===== config.mk =====
export PLATFORM = sky130hd
export DESIGN_NAME = chunked_sliding_window_sum
export DESIGN_NICKNAME = d
export VERILOG_FILES = /design/src/sv/csws_pkg.sv /design/src/sv/csws_ring_mem.sv /design/src/sv/csws_skid.sv /design/src/sv/chunked_sliding_window_sum.sv
export SDC_FILE = /design/constraint.sdc
export NUM_CORES = 1
export LEC_CHECK = 0
export ABC_CLOCK_PERIOD_IN_PS = 6400
export BUFFER_PORTS_ARGS = -buffer_cell sky130_fd_sc_hd__buf_2
export CAP_MARGIN = 10
export CORE_UTILIZATION = 51
export CTS_CLUSTER_SIZE = 10
export DETAILED_ROUTE_END_ITERATION = 6
export PLACE_DENSITY = 0.73
export SYNTH_ARGS = -nofsm -noshare
export SYNTH_HDL_FRONTEND = slang
export SYNTH_SLANG_ARGS = --single-unit

===== constraint.sdc =====
create_clock -name clk -period 6.4 [get_ports clk]
set_input_delay 0.64 -clock clk [delete_from_list [all_inputs] [get_ports clk]]
set_output_delay 0.64 -clock clk [all_outputs]
set_load 0.03 [all_outputs]

===== src/sv/csws_pkg.sv =====
// shared types and constants for the chunked sliding window sum
`default_nettype none
package csws_pkg;

    localparam int SAMPLE_W = 24;
    localparam int CHUNK_W  = 32;
    localparam int TOTAL_W  = 40;
    localparam int LEN_W    = 8;

    localparam logic [LEN_W-1:0] LEN_RESET = 8'd16;

    typedef logic signed [SAMPLE_W-1:0] sample_t;
    typedef logic signed [CHUNK_W-1:0]  chunk_t;
    typedef logic signed [TOTAL_W-1:0]  total_t;
    typedef logic [LEN_W-1:0]           len_t;

    typedef struct packed {
        total_t window_sum;
        logic   chunk_pushed;
    } result_t;

endpackage
`default_nettype wire


===== src/sv/csws_ring_mem.sv =====
// chunk ring memory with registered read and write-to-read forwarding
`default_nettype none
module csws_ring_mem #(
    parameter int DEPTH = 16,
    parameter int AW    = 4
) (
    input  wire logic              clk,
    input  wire logic              rst_n,
    input  wire logic              wr_en,
    input  wire logic [AW-1:0]     wr_addr,
    input  wire csws_pkg::chunk_t  wr_data,
    input  wire logic [AW-1:0]     rd_addr,
    output csws_pkg::chunk_t       rd_data
);

    csws_pkg::chunk_t mem [DEPTH];
    csws_pkg::chunk_t q_reg;
    csws_pkg::chunk_t fwd_data_reg;
    logic             fwd_hit_reg;

    always_ff @(posedge clk)
    begin
        if (wr_en)
        begin
            mem[wr_addr] <= wr_data;
        end
        q_reg        <= mem[rd_addr];
        fwd_data_reg <= wr_data;
    end

    always_ff @(posedge clk or negedge rst_n)
    begin
        if (!rst_n)
        begin
            fwd_hit_reg <= 1'b0;
        end
        else
        begin
            fwd_hit_reg <= wr_en && (wr_addr == rd_addr);
        end
    end

    assign rd_data = fwd_hit_reg ? fwd_data_reg : q_reg;

endmodule
`default_nettype wire


===== src/sv/csws_skid.sv =====
// output register with skid stage for the result beats
`default_nettype none
module csws_skid (
    input  wire logic               clk,
    input  wire logic               rst_n,
    input  wire logic               in_valid,
    output logic                    in_ready,
    input  wire csws_pkg::result_t  in_data,
    output logic                    out_valid,
    input  wire logic               out_ready,
    output csws_pkg::result_t       out_data
);

    logic              out_valid_reg;
    logic              skid_valid_reg;
    csws_pkg::result_t out_data_reg;
    csws_pkg::result_t skid_data_reg;

    assign in_ready  = !skid_valid_reg;
    assign out_valid = out_valid_reg;
    assign out_data  = out_data_reg;

    always_ff @(posedge clk or negedge rst_n)
    begin
        if (!rst_n)
        begin
            out_valid_reg  <= 1'b0;
            skid_valid_reg <= 1'b0;
        end
        else if (skid_valid_reg)
        begin
            if (out_ready)
            begin
                skid_valid_reg <= 1'b0;
            end
        end
        else if (in_valid)
        begin
            if (out_valid_reg && !out_ready)
            begin
                skid_valid_reg <= 1'b1;
            end
            else
            begin
                out_valid_reg <= 1'b1;
            end
        end
        else if (out_ready)
        begin
            out_valid_reg <= 1'b0;
        end
    end

    always_ff @(posedge clk)
    begin
        if (skid_valid_reg)
        begin
            if (out_ready)
            begin
                out_data_reg <= skid_data_reg;
            end
        end
        else if (in_valid)
        begin
            if (out_valid_reg && !out_ready)
            begin
                skid_data_reg <= in_data;
            end
            else
            begin
                out_data_reg <= in_data;
            end
        end
    end

endmodule
`default_nettype wire


===== src/sv/chunked_sliding_window_sum.sv =====
// top level of the chunked sliding window sum
//
// input beats on s_axis carry one signed 24-bit sample in tdata. each beat
// adds the sample to the running chunk sum and to the window total. after
// chunk_length samples the chunk sum goes into a ring memory of RING_DEPTH
// entries; when the ring fills, the oldest chunk is read back and
// subtracted from the total. every input beat gives exactly one output
// beat on m_axis: the 40-bit window total in tdata and the chunk-complete
// flag in tuser.
// throughput is one beat per cycle unless m_axis stalls; the oldest ring
// entry is prefetched from the registered read port, with forwarding when
// a write hits the entry being read. a stalled receiver holds the output
// register; one more beat goes into a skid stage, then s_axis_tready drops
// until the receiver takes a beat. reset clears the counters, the sums and
// the ring pointers and sets chunk_length to 16; ring contents need no
// clearing. the user must write chunk_length through cfg_wen and cfg_wdata
// only while no beat is in flight; the block does not enforce this.
`default_nettype none
module chunked_sliding_window_sum #(
    parameter int RING_DEPTH = 16
) (
    input  wire logic        clk,
    input  wire logic        rst_n,
    input  wire logic        cfg_wen,
    input  wire logic [7:0]  cfg_wdata,      // chunk_length
    input  wire logic        s_axis_tvalid,
    output logic             s_axis_tready,
    input  wire logic [23:0] s_axis_tdata,   // sample
    output logic             m_axis_tvalid,
    input  wire logic        m_axis_tready,
    output logic [39:0]      m_axis_tdata,   // window_sum
    output logic [0:0]       m_axis_tuser    // chunk_pushed
);

    localparam int AW = (RING_DEPTH > 1) ? $clog2(RING_DEPTH) : 1;
    localparam logic [AW-1:0] LAST_IDX = AW'(RING_DEPTH - 1);
    localparam logic [AW:0]   DEPTH_W  = (AW + 1)'(RING_DEPTH);

    csws_pkg::len_t    chunk_length_reg;
    csws_pkg::len_t    chunk_count_reg;
    csws_pkg::len_t    chunk_count_next;
    csws_pkg::chunk_t  chunk_sum_reg;
    csws_pkg::chunk_t  chunk_sum_inc;
    csws_pkg::chunk_t  chunk_sum_next;
    csws_pkg::total_t  total_reg;
    csws_pkg::total_t  total_next;
    csws_pkg::total_t  removed;
    logic [AW-1:0]     head_reg;
    logic [AW-1:0]     head_next;
    logic [AW-1:0]     fill_reg;
    logic [AW-1:0]     fill_next;
    logic [AW:0]       wr_sum;
    logic [AW-1:0]     wr_addr;
    logic              accept;
    logic              push;
    logic              remove;
    logic              wr_en;
    csws_pkg::sample_t sample;
    csws_pkg::chunk_t  head_val;
    csws_pkg::result_t result;
    csws_pkg::result_t out_result;

    assign sample           = csws_pkg::sample_t'(s_axis_tdata);
    assign accept           = s_axis_tvalid && s_axis_tready;
    assign chunk_count_next = chunk_count_reg + 8'd1;
    assign chunk_sum_inc    = chunk_sum_reg + csws_pkg::chunk_t'(sample);
    assign push             = chunk_count_next >= chunk_length_reg;
    assign remove           = push && (fill_reg == LAST_IDX);
    assign wr_en            = accept && push;

    assign wr_sum  = {1'b0, head_reg} + {1'b0, fill_reg};
    assign wr_addr = (wr_sum >= DEPTH_W) ? AW'(wr_sum - DEPTH_W) : wr_sum[AW-1:0];

    always_comb
    begin
        head_next      = head_reg;
        fill_next      = fill_reg;
        chunk_sum_next = push ? '0 : chunk_sum_inc;
        if (accept)
        begin
            if (remove)
            begin
                head_next = (head_reg == LAST_IDX) ? '0 : head_reg + AW'(1);
            end
            else if (push)
            begin
                fill_next = fill_reg + AW'(1);
            end
        end
    end

    assign removed    = remove ? csws_pkg::total_t'(head_val) : '0;
    assign total_next = total_reg + csws_pkg::total_t'(sample) - removed;

    assign result.window_sum   = total_next;
    assign result.chunk_pushed = push;

    always_ff @(posedge clk or negedge rst_n)
    begin
        if (!rst_n)
        begin
            chunk_length_reg <= csws_pkg::LEN_RESET;
            chunk_count_reg  <= '0;
            chunk_sum_reg    <= '0;
            total_reg        <= '0;
            head_reg         <= '0;
            fill_reg         <= '0;
        end
        else
        begin
            if (cfg_wen)
            begin
                chunk_length_reg <= cfg_wdata;
            end
            if (accept)
            begin
                chunk_count_reg <= push ? '0 : chunk_count_next;
                chunk_sum_reg   <= chunk_sum_next;
                total_reg       <= total_next;
            end
            head_reg <= head_next;
            fill_reg <= fill_next;
        end
    end

    csws_ring_mem #(
        .DEPTH (RING_DEPTH),
        .AW    (AW)
    ) u_ring (
        .clk     (clk),
        .rst_n   (rst_n),
        .wr_en   (wr_en),
        .wr_addr (wr_addr),
        .wr_data (chunk_sum_inc),
        .rd_addr (head_next),
        .rd_data (head_val)
    );

    csws_skid u_skid (
        .clk       (clk),
        .rst_n     (rst_n),
        .in_valid  (s_axis_tvalid),
        .in_ready  (s_axis_tready),
        .in_data   (result),
        .out_valid (m_axis_tvalid),
        .out_ready (m_axis_tready),
        .out_data  (out_result)
    );

    assign m_axis_tdata = out_result.window_sum;
    assign m_axis_tuser = out_result.chunk_pushed;

    // ring head stays within the last index while the fill count is at LAST_IDX
    assert property (@(posedge clk) disable iff (!rst_n)
        fill_reg != LAST_IDX || !(head_reg > LAST_IDX))
        else $error("ring head out of range");

    // chunk sum restarts after a completed chunk
    assert property (@(posedge clk) disable iff (!rst_n)
        accept && push |=> chunk_sum_reg == '0 && chunk_count_reg == '0)
        else $error("chunk state not cleared after push");

    // ring pointers stay put on an accepted beat that completes no chunk
    assert property (@(posedge clk) disable iff (!rst_n)
        accept && !push |=> $stable(head_reg) && $stable(fill_reg))
        else $error("ring pointers moved without a push");

endmodule
`default_nettype wire

==> run_results.csv, run 1 <==
group,metric,value,unit
timing,layout_worst_path_cycle_share,92.7,%
timing,final.setup.tns,0,ns
critical_path,start_kind,"register",
critical_path,cp.arrival,6.28,ns
global_route,grt_pass1_vias,22786,
finish,layout-drive-gt1-share,11.4,%
die,die_w,261,µm
timing,tightestPinTransition,1.17,ns
critical_path,timing.rr.end,"u_skid.out_data[31]",
synthesis,synthDistinctLibCells,73,
clocking,clkSlewWorstSetupHoldPaths,0.06,ns
clocking,cts_made_buffers,87,
place,port_buffers,79,
synthesis,syn_area_per_cell,12.1,µm²
finish,n_fill_cell,5144,
critical_path,r2r_slack,0.47,ns
clocking,cts_buffer_depth,3,
place,finalWeightedCongestion,0.951,
detailed_routing,postRouteAntennaNets,0,
synthesis,synth-async-reset-ratio,13.1,%
synthesis,synth_edf_count,594,
die,coreArea,0.0662,mm²
timing,whs,0.0857,ns
timing,rsz0062_at_grt,"false",
finish,largest_reg_flops,512,
die,ios,80,
place,dpl_cell_area,0.0358,mm²
die,rows,94,
pwr,p_leak,14.9,nW
timing,finClkSkew,0.0204,ns
critical_path,worstRegToRegCells,26,
detailed_routing,drtIter0Drc,2187,
detailed_routing,finalWirelength,81400,µm
timing,fin_crit,5.93,ns
critical_path,slowest_stage,"fa_1",
clocking,clkSinkCount,757,
clocking,clock_latency,0.64,ns
synthesis,synthCells,2833,
critical_path,cp_max_fo,29,
global_route,grt_pass1_wl,126000,µm
pwr,irDropWorstVdd,255,µV
synthesis,yosysWarningCount,0,
critical_path,r2r_start,"chunk_count_reg[0]",
die,die_area,0.0684,mm²
critical_path,critPathMaxStageDelay,0.49,ns
detailed_routing,drt_first_pass_iters,5,
synthesis,syn_nets,2997,
hold_path,min_path_type,"in2async",
die,fp.dieH,261,µm
critical_path,required,6.74,ns
timing,setup_viol,0,
global_route,antenna_found_initial,1,
synthesis,synthesis.area,0.0343,mm²
detailed_routing,via_per_inst,5.85,
global_route,grt_max_degree,193,
critical_path,crit_path_end_kind,"register",
global_route,grt_overflow,0,
detailed_routing,vias,22552,
critical_path,crit_family,"compound AO/OA/AOI/OAI gates",
critical_path,cpMostUsedCell,"o21ai_0",
detailed_routing,drc,0,
global_route,grt_usage,24.0,%
critical_path,path_depth,26,
clocking,cts_hold_buf,0,
finish,nNetsFinal,3085,
synthesis,ys_seq_elements,757,
critical_path,worstSetupPathType,"reg2reg",
finish,syn_to_final_growth,12.2,%
timing,slew_violations,0,
pwr,power.density,482,mW/mm²
place,dp_hpwl,49100,µm
synthesis,ys_seq_area_share,62.9,%
critical_path,path_buf_inv,5,
clocking,cts_max_level,3,
detailed_routing,post_drt_wl_per_cell,21.1,µm
synthesis,synth_flop_cell,"edfxtp_1",
clocking,cts-root-buf,"clkbuf_16",
timing,relSlewSlack,22.0,%
outcome,status,"completed",
job,maxCapViolCount,0,
timing,fmax,0.169,GHz
clocking,cts_tree,"built",
timing,finalHoldViolCount,0,
die,initial_core_util,51.9,%
finish,fin_area,0.0385,mm²
==> metrics by stage <==
stage,util (%),std cells,setup slack (ns),total power [mW]
global route,58.2,3855,0.0592,19.6
CTS,58.0,3847,0.287,18.5
detailed placement,54.1,3688,0.298,13.9
global placement,54.1,3688,0.472,13.6
finish,58.2,3856,0.467,18.6
floorplan,-,2833,1.05,11.9
==> layout by cell type (no fill, tap or decap), types with 16 or more instances in the layout <==
master	n
xor2_1	31
ha_1	86
and3_1	139
mux2i_1	98
nand2_1	549
mux2_2	43
a21oi_1	75
nand3_1	23
a31oi_1	78
clkbuf_16	88
dfrtp_1	96
a221o_1	33
o21ai_0	122
o21bai_1	17
buf_2	78
edfxtp_1	594
inv_1	204
fa_1	41
nand4_1	16
o32ai_1	32
a21o_1	46
buf_4	61
clkbuf_1	59
xnor2_1	43
a22o_1	22
dfxtp_1	64
nor2_1	77
==> synth_stat cells (33+ instances only) <==
cell | n | area share, %
a21o_1 | 46 | 1.0
a21oi_1 | 76 | 1.1
a221o_1 | 33 | 0.96
a31oi_1 | 78 | 1.4
and3_1 | 140 | 2.6
buf_2 | 54 | 0.79
clkbuf_1 | 77 | 0.84
dfrtp_1 | 98 | 7.1
dfxtp_1 | 64 | 3.7
edfxtp_1 | 594 | 52
fa_1 | 41 | 2.4
ha_1 | 86 | 3.1
inv_1 | 204 | 2.2
mux2_2 | 43 | 1.4
mux2i_1 | 98 | 2.9
nand2_1 | 550 | 6.0
nor2_1 | 91 | 0.99
o21ai_0 | 122 | 1.8
xnor2_1 | 46 | 1.2
xor2_1 | 33 | 0.84
==> where the power goes <==
part	switching (mW)	leakage [nW]	internal, mW
clock network	1.92	1.23	2.65
logic	4.30	6.57	2.12
registers	0.249	7.14	7.33
total	6.47	14.9	12.1
==> worst register-to-register path: cells and delay by family, from the launching register on <==
family | cells | cell delay (ns)
adder cells (fa/ha/maj) | 3 | 1.11
AND/OR/NAND/NOR | 5 | 0.82
flip-flops | 1 | 0.43
XOR/XNOR | 2 | 0.49
AO/OA/AOI/OAI | 11 | 2.08
buffers and inverters | 5 | 0.74
==> cells by family (layout without fill, tap and decap cells) <==
kind of cell,Yosys count,after routing,synth area share (%)
adders and majority gates,127,127,5.52
xor gates and xnor gates,80,80,2.06
and+or+nand+nor,879,879,11.3
muxes,142,142,4.31
AOI/OAI and AO/OA,494,494,9.79
DFF,757,757,62.9
other,0,1,0
buffers and inverters,354,512,4.15
==> how the worst max path moves through the flow <==
stage                             from                   to  slack, ns
CTS                 chunk_count_reg[2]  u_skid.out_data[38]       0.29
detailed placement  chunk_count_reg[2]  u_skid.out_data[38]       0.30
finish              chunk_count_reg[0]  u_skid.out_data[31]       0.47
global placement    chunk_count_reg[0]  u_skid.out_data[38]       0.47
global route        chunk_count_reg[0]  u_skid.out_data[38]       0.06
floorplan           chunk_count_reg[0]  u_skid.out_data[31]       1.05
==> area by class of cell <==
type | count | area [µm²] | share of cell area [%]
inverters | 208 | 788 | 2.05
clock inverters | 9 | 125 | 0.325
clock buffers | 150 | 2460 | 6.39
flip-flops and latches | 757 | 21600 | 56.0
well taps | 864 | 1080 | 2.80
diodes | 1 | 2.50 | 0.00649
multi-input cells | 1722 | 11500 | 29.9
repair buffers | 145 | 970 | 2.52
==> timing repair <==
action | CTS | global route
resized for setup | 0 | 1
buffers inserted | 0 | 2
setup endpoints to repair | 0 | 7
==> metal layers <==
metal  vias to the layer above  GRT usage (%)  share of wire (%)
met4                         0           10.5                3.4
met3                       173           3.72                7.3
met5                         -              0                  0
li1                      10315              -                  -
met2                       897           39.8                 48
met1                     11167           31.5                 41
Note: power is estimated with default switching activity, not from simulation.
==> run 2: changes to the inputs <==
--- a/config.mk
+++ b/config.mk
@@ -10,6 +10,6 @@
 export CAP_MARGIN = 10
-export CORE_UTILIZATION = 51
+export CORE_UTILIZATION = 34
 export CTS_CLUSTER_SIZE = 10
 export DETAILED_ROUTE_END_ITERATION = 6
-export PLACE_DENSITY = 0.73
+export PLACE_DENSITY = 0.55
 export SYNTH_ARGS = -nofsm -noshare
==> constraint.sdc (replaced) <==
create_clock -name clk -period 6.4 [get_ports clk]
set_input_delay 1.28 -clock clk [delete_from_list [all_inputs] [get_ports clk]]
set_output_delay 1.28 -clock clk [all_outputs]
set_load 0.03 [all_outputs]
==> run 2 against run 1 <==
Clock skew grew 0.013 ns. Critical path type unchanged. Routed wire length grew 4.5%. Flip-flop and latch count is the same. Critical path depth unchanged. Global-route usage is 7.4 points lower. Final cell count up 11%. Setup slack gained 0.11 ns. Sequential share of layout area fell by 0.91 points. Combinational power barely moved. Clock power about the same.
==> run_results.csv, run 2 (synthesis gave the netlist of run 1 again) <==
group,metric,value,unit
critical_path,path_buf_inv,4,
critical_path,start_kind,"register",
die,die_area,0.102,mm²
critical_path,cp_max_fo,8,
global_route,grt_pass1_vias,21510,
finish,nNetsFinal,3096,
detailed_routing,via_per_inst,5.03,
pwr,power.density,474,mW/mm²
critical_path,worstRegToRegCells,26,
detailed_routing,postRouteAntennaNets,0,
global_route,grt_overflow,0,
critical_path,worstSetupPathType,"reg2reg",
finish,layout_common_cells,"edfxtp_1, nand2_1, inv_1",
timing,final.setup.tns,0,ns
critical_path,crit_path_end_kind,"register",
critical_path,cpMostUsedCell,"ha_1",
place,finalWeightedCongestion,0.821,
hold_path,hp-start,"chunk_sum_reg[4]",
critical_path,crit_path_start,"chunk_count_reg[0]",
finish,n_fill_cell,9529,
die,die_w,320,µm
finish,largest_reg_flops,512,
job,maxCapViolCount,0,
timing,rsz0062_at_grt,"false",
timing,slew_violations,0,
global_route,grt_usage,16.7,%
timing,layout_worst_path_cycle_share,90.9,%
global_route,use_met3,2.17,%
die,coreArea,0.100,mm²
finish,layout-drive-gt1-share,11.9,%
pwr,finalPower,18.6,mW
place,dp_hpwl,51900,µm
clocking,cts_tree,"built",
detailed_routing,post_drt_wl_per_cell,19.8,µm
detailed_routing,drtIter0Drc,1615,
pwr,p_leak,15.0,nW
place,port_buffers,79,
critical_path,path_depth,26,
clocking,clkSinkCount,757,
critical_path,crit_path_end,"u_skid.out_data[33]",
detailed_routing,vias,21628,
pwr,irDropWorstVdd,243,µV
finish,syn_to_final_growth,14.1,%
hold_path,min_path_type,"reg2reg",
critical_path,r2r_start,"chunk_count_reg[0]",
timing,tightestPinTransition,1.18,ns
clocking,cts_buffer_depth,3,
timing,fmax,0.172,GHz
clocking,cts_made_buffers,87,
critical_path,r2r_slack,0.58,ns
die,initial_core_util,34.3,%
detailed_routing,drt_first_pass_iters,6,
detailed_routing,finalWirelength,85100,µm
global_route,use_met2,28.0,%
global_route,grt_max_degree,137,
detailed_routing,drc,0,
critical_path,critPathMaxStageDelay,0.49,ns
timing,fin_crit,5.82,ns
timing,finClkSkew,0.0338,ns
critical_path,slowest_stage,"fa_1",
clocking,cts_max_level,3,
global_route,grt_pass1_wl,131000,µm
clocking,cts_hold_buf,0,
timing,relSlewSlack,21.4,%
critical_path,crit_family,"compound AO/OA/AOI/OAI gates",
clocking,clkSlewWorstSetupHoldPaths,0.06,ns
die,rows,116,
critical_path,timing.rr.end,"u_skid.out_data[33]",
die,ios,80,
finish,layout_commonest_cell,"edfxtp_1",
global_route,met1_usage,22.6,%
critical_path,cp.arrival,6.19,ns
die,fp.dieH,320,µm
timing,finalHoldViolCount,0,
clocking,cts-root-buf,"clkbuf_16",
timing,setup_viol,0,
clocking,clock_latency,0.65,ns
critical_path,required,6.77,ns
global_route,busiest_layer,"met2",
outcome,status,"completed",
global_route,antenna_found_initial,2,
## run 2: how the worst min path moves through the flow
stage,endpoint,cells past startpoint
floorplan,chunk_sum_reg[4],2
global placement,chunk_sum_reg[4],2
detailed placement,chunk_sum_reg[4],2
CTS,chunk_sum_reg[4],2
global route,total_reg[27],2
finish,chunk_sum_reg[4],2
## run 2: tightest hold or removal path, cell delays in order, from the launching register on
cell     delay, ns
dfrtp_1       0.34
nand2_1       0.05
nand2_1       0.05
## run 2: through the flow
step / worst slack [ns] / std cells / instance area (µm²) / util, % / hold slack (ns)
6_report: 0.582 / 4298 / 39200 / 39.1 / 0.476
5_1_grt: 0.000724 / 4297 / 39200 / 39.1 / 0.503
4_1_cts: 0.198 / 4291 / 39100 / 39.1 / 0.477
3_5_place_dp: 0.202 / 4135 / 36500 / 36.5 / 0.464
3_3_place_gp: 0.387 / 4135 / 36500 / 36.5 / 0.459
2_1_floorplan: 1.05 / 2833 / 34300 / - / 0.443
## run 2: timing repair
action | 4_1_cts | 5_1_grt
resized for setup | 0 | 4
endpoints found under the setup margin | 0 | 22
hold endpoints to repair | 0 | 0
buffers inserted | 0 | 4
## run 2: cell type report
class                   count  area [µm²]  area share (%)
clock buffers             146        2430            6.20
repair buffers            156        1050            2.68
diodes                      1        2.50         0.00639
well taps                1298        1620            4.15
flip-flops and latches    757       21600            55.1
inverters                 208         790            2.02
clock inverters            10         143           0.364
multi-input cells        1722       11500            29.5
## run 2: power breakdown
group | switching [mW] | total (mW) | internal (mW)
clock network | 1.97 | 4.56 | 2.59
logic | 4.31 | 6.43 | 2.12
registers | 0.237 | 7.57 | 7.33
## run 2: per-layer routing
metal  up-vias  routed length (µm)
met5         -                   0
met4         0                1690
met2       465               40600
met3       128                3800
met1     10690               39000
li1      10345                   -
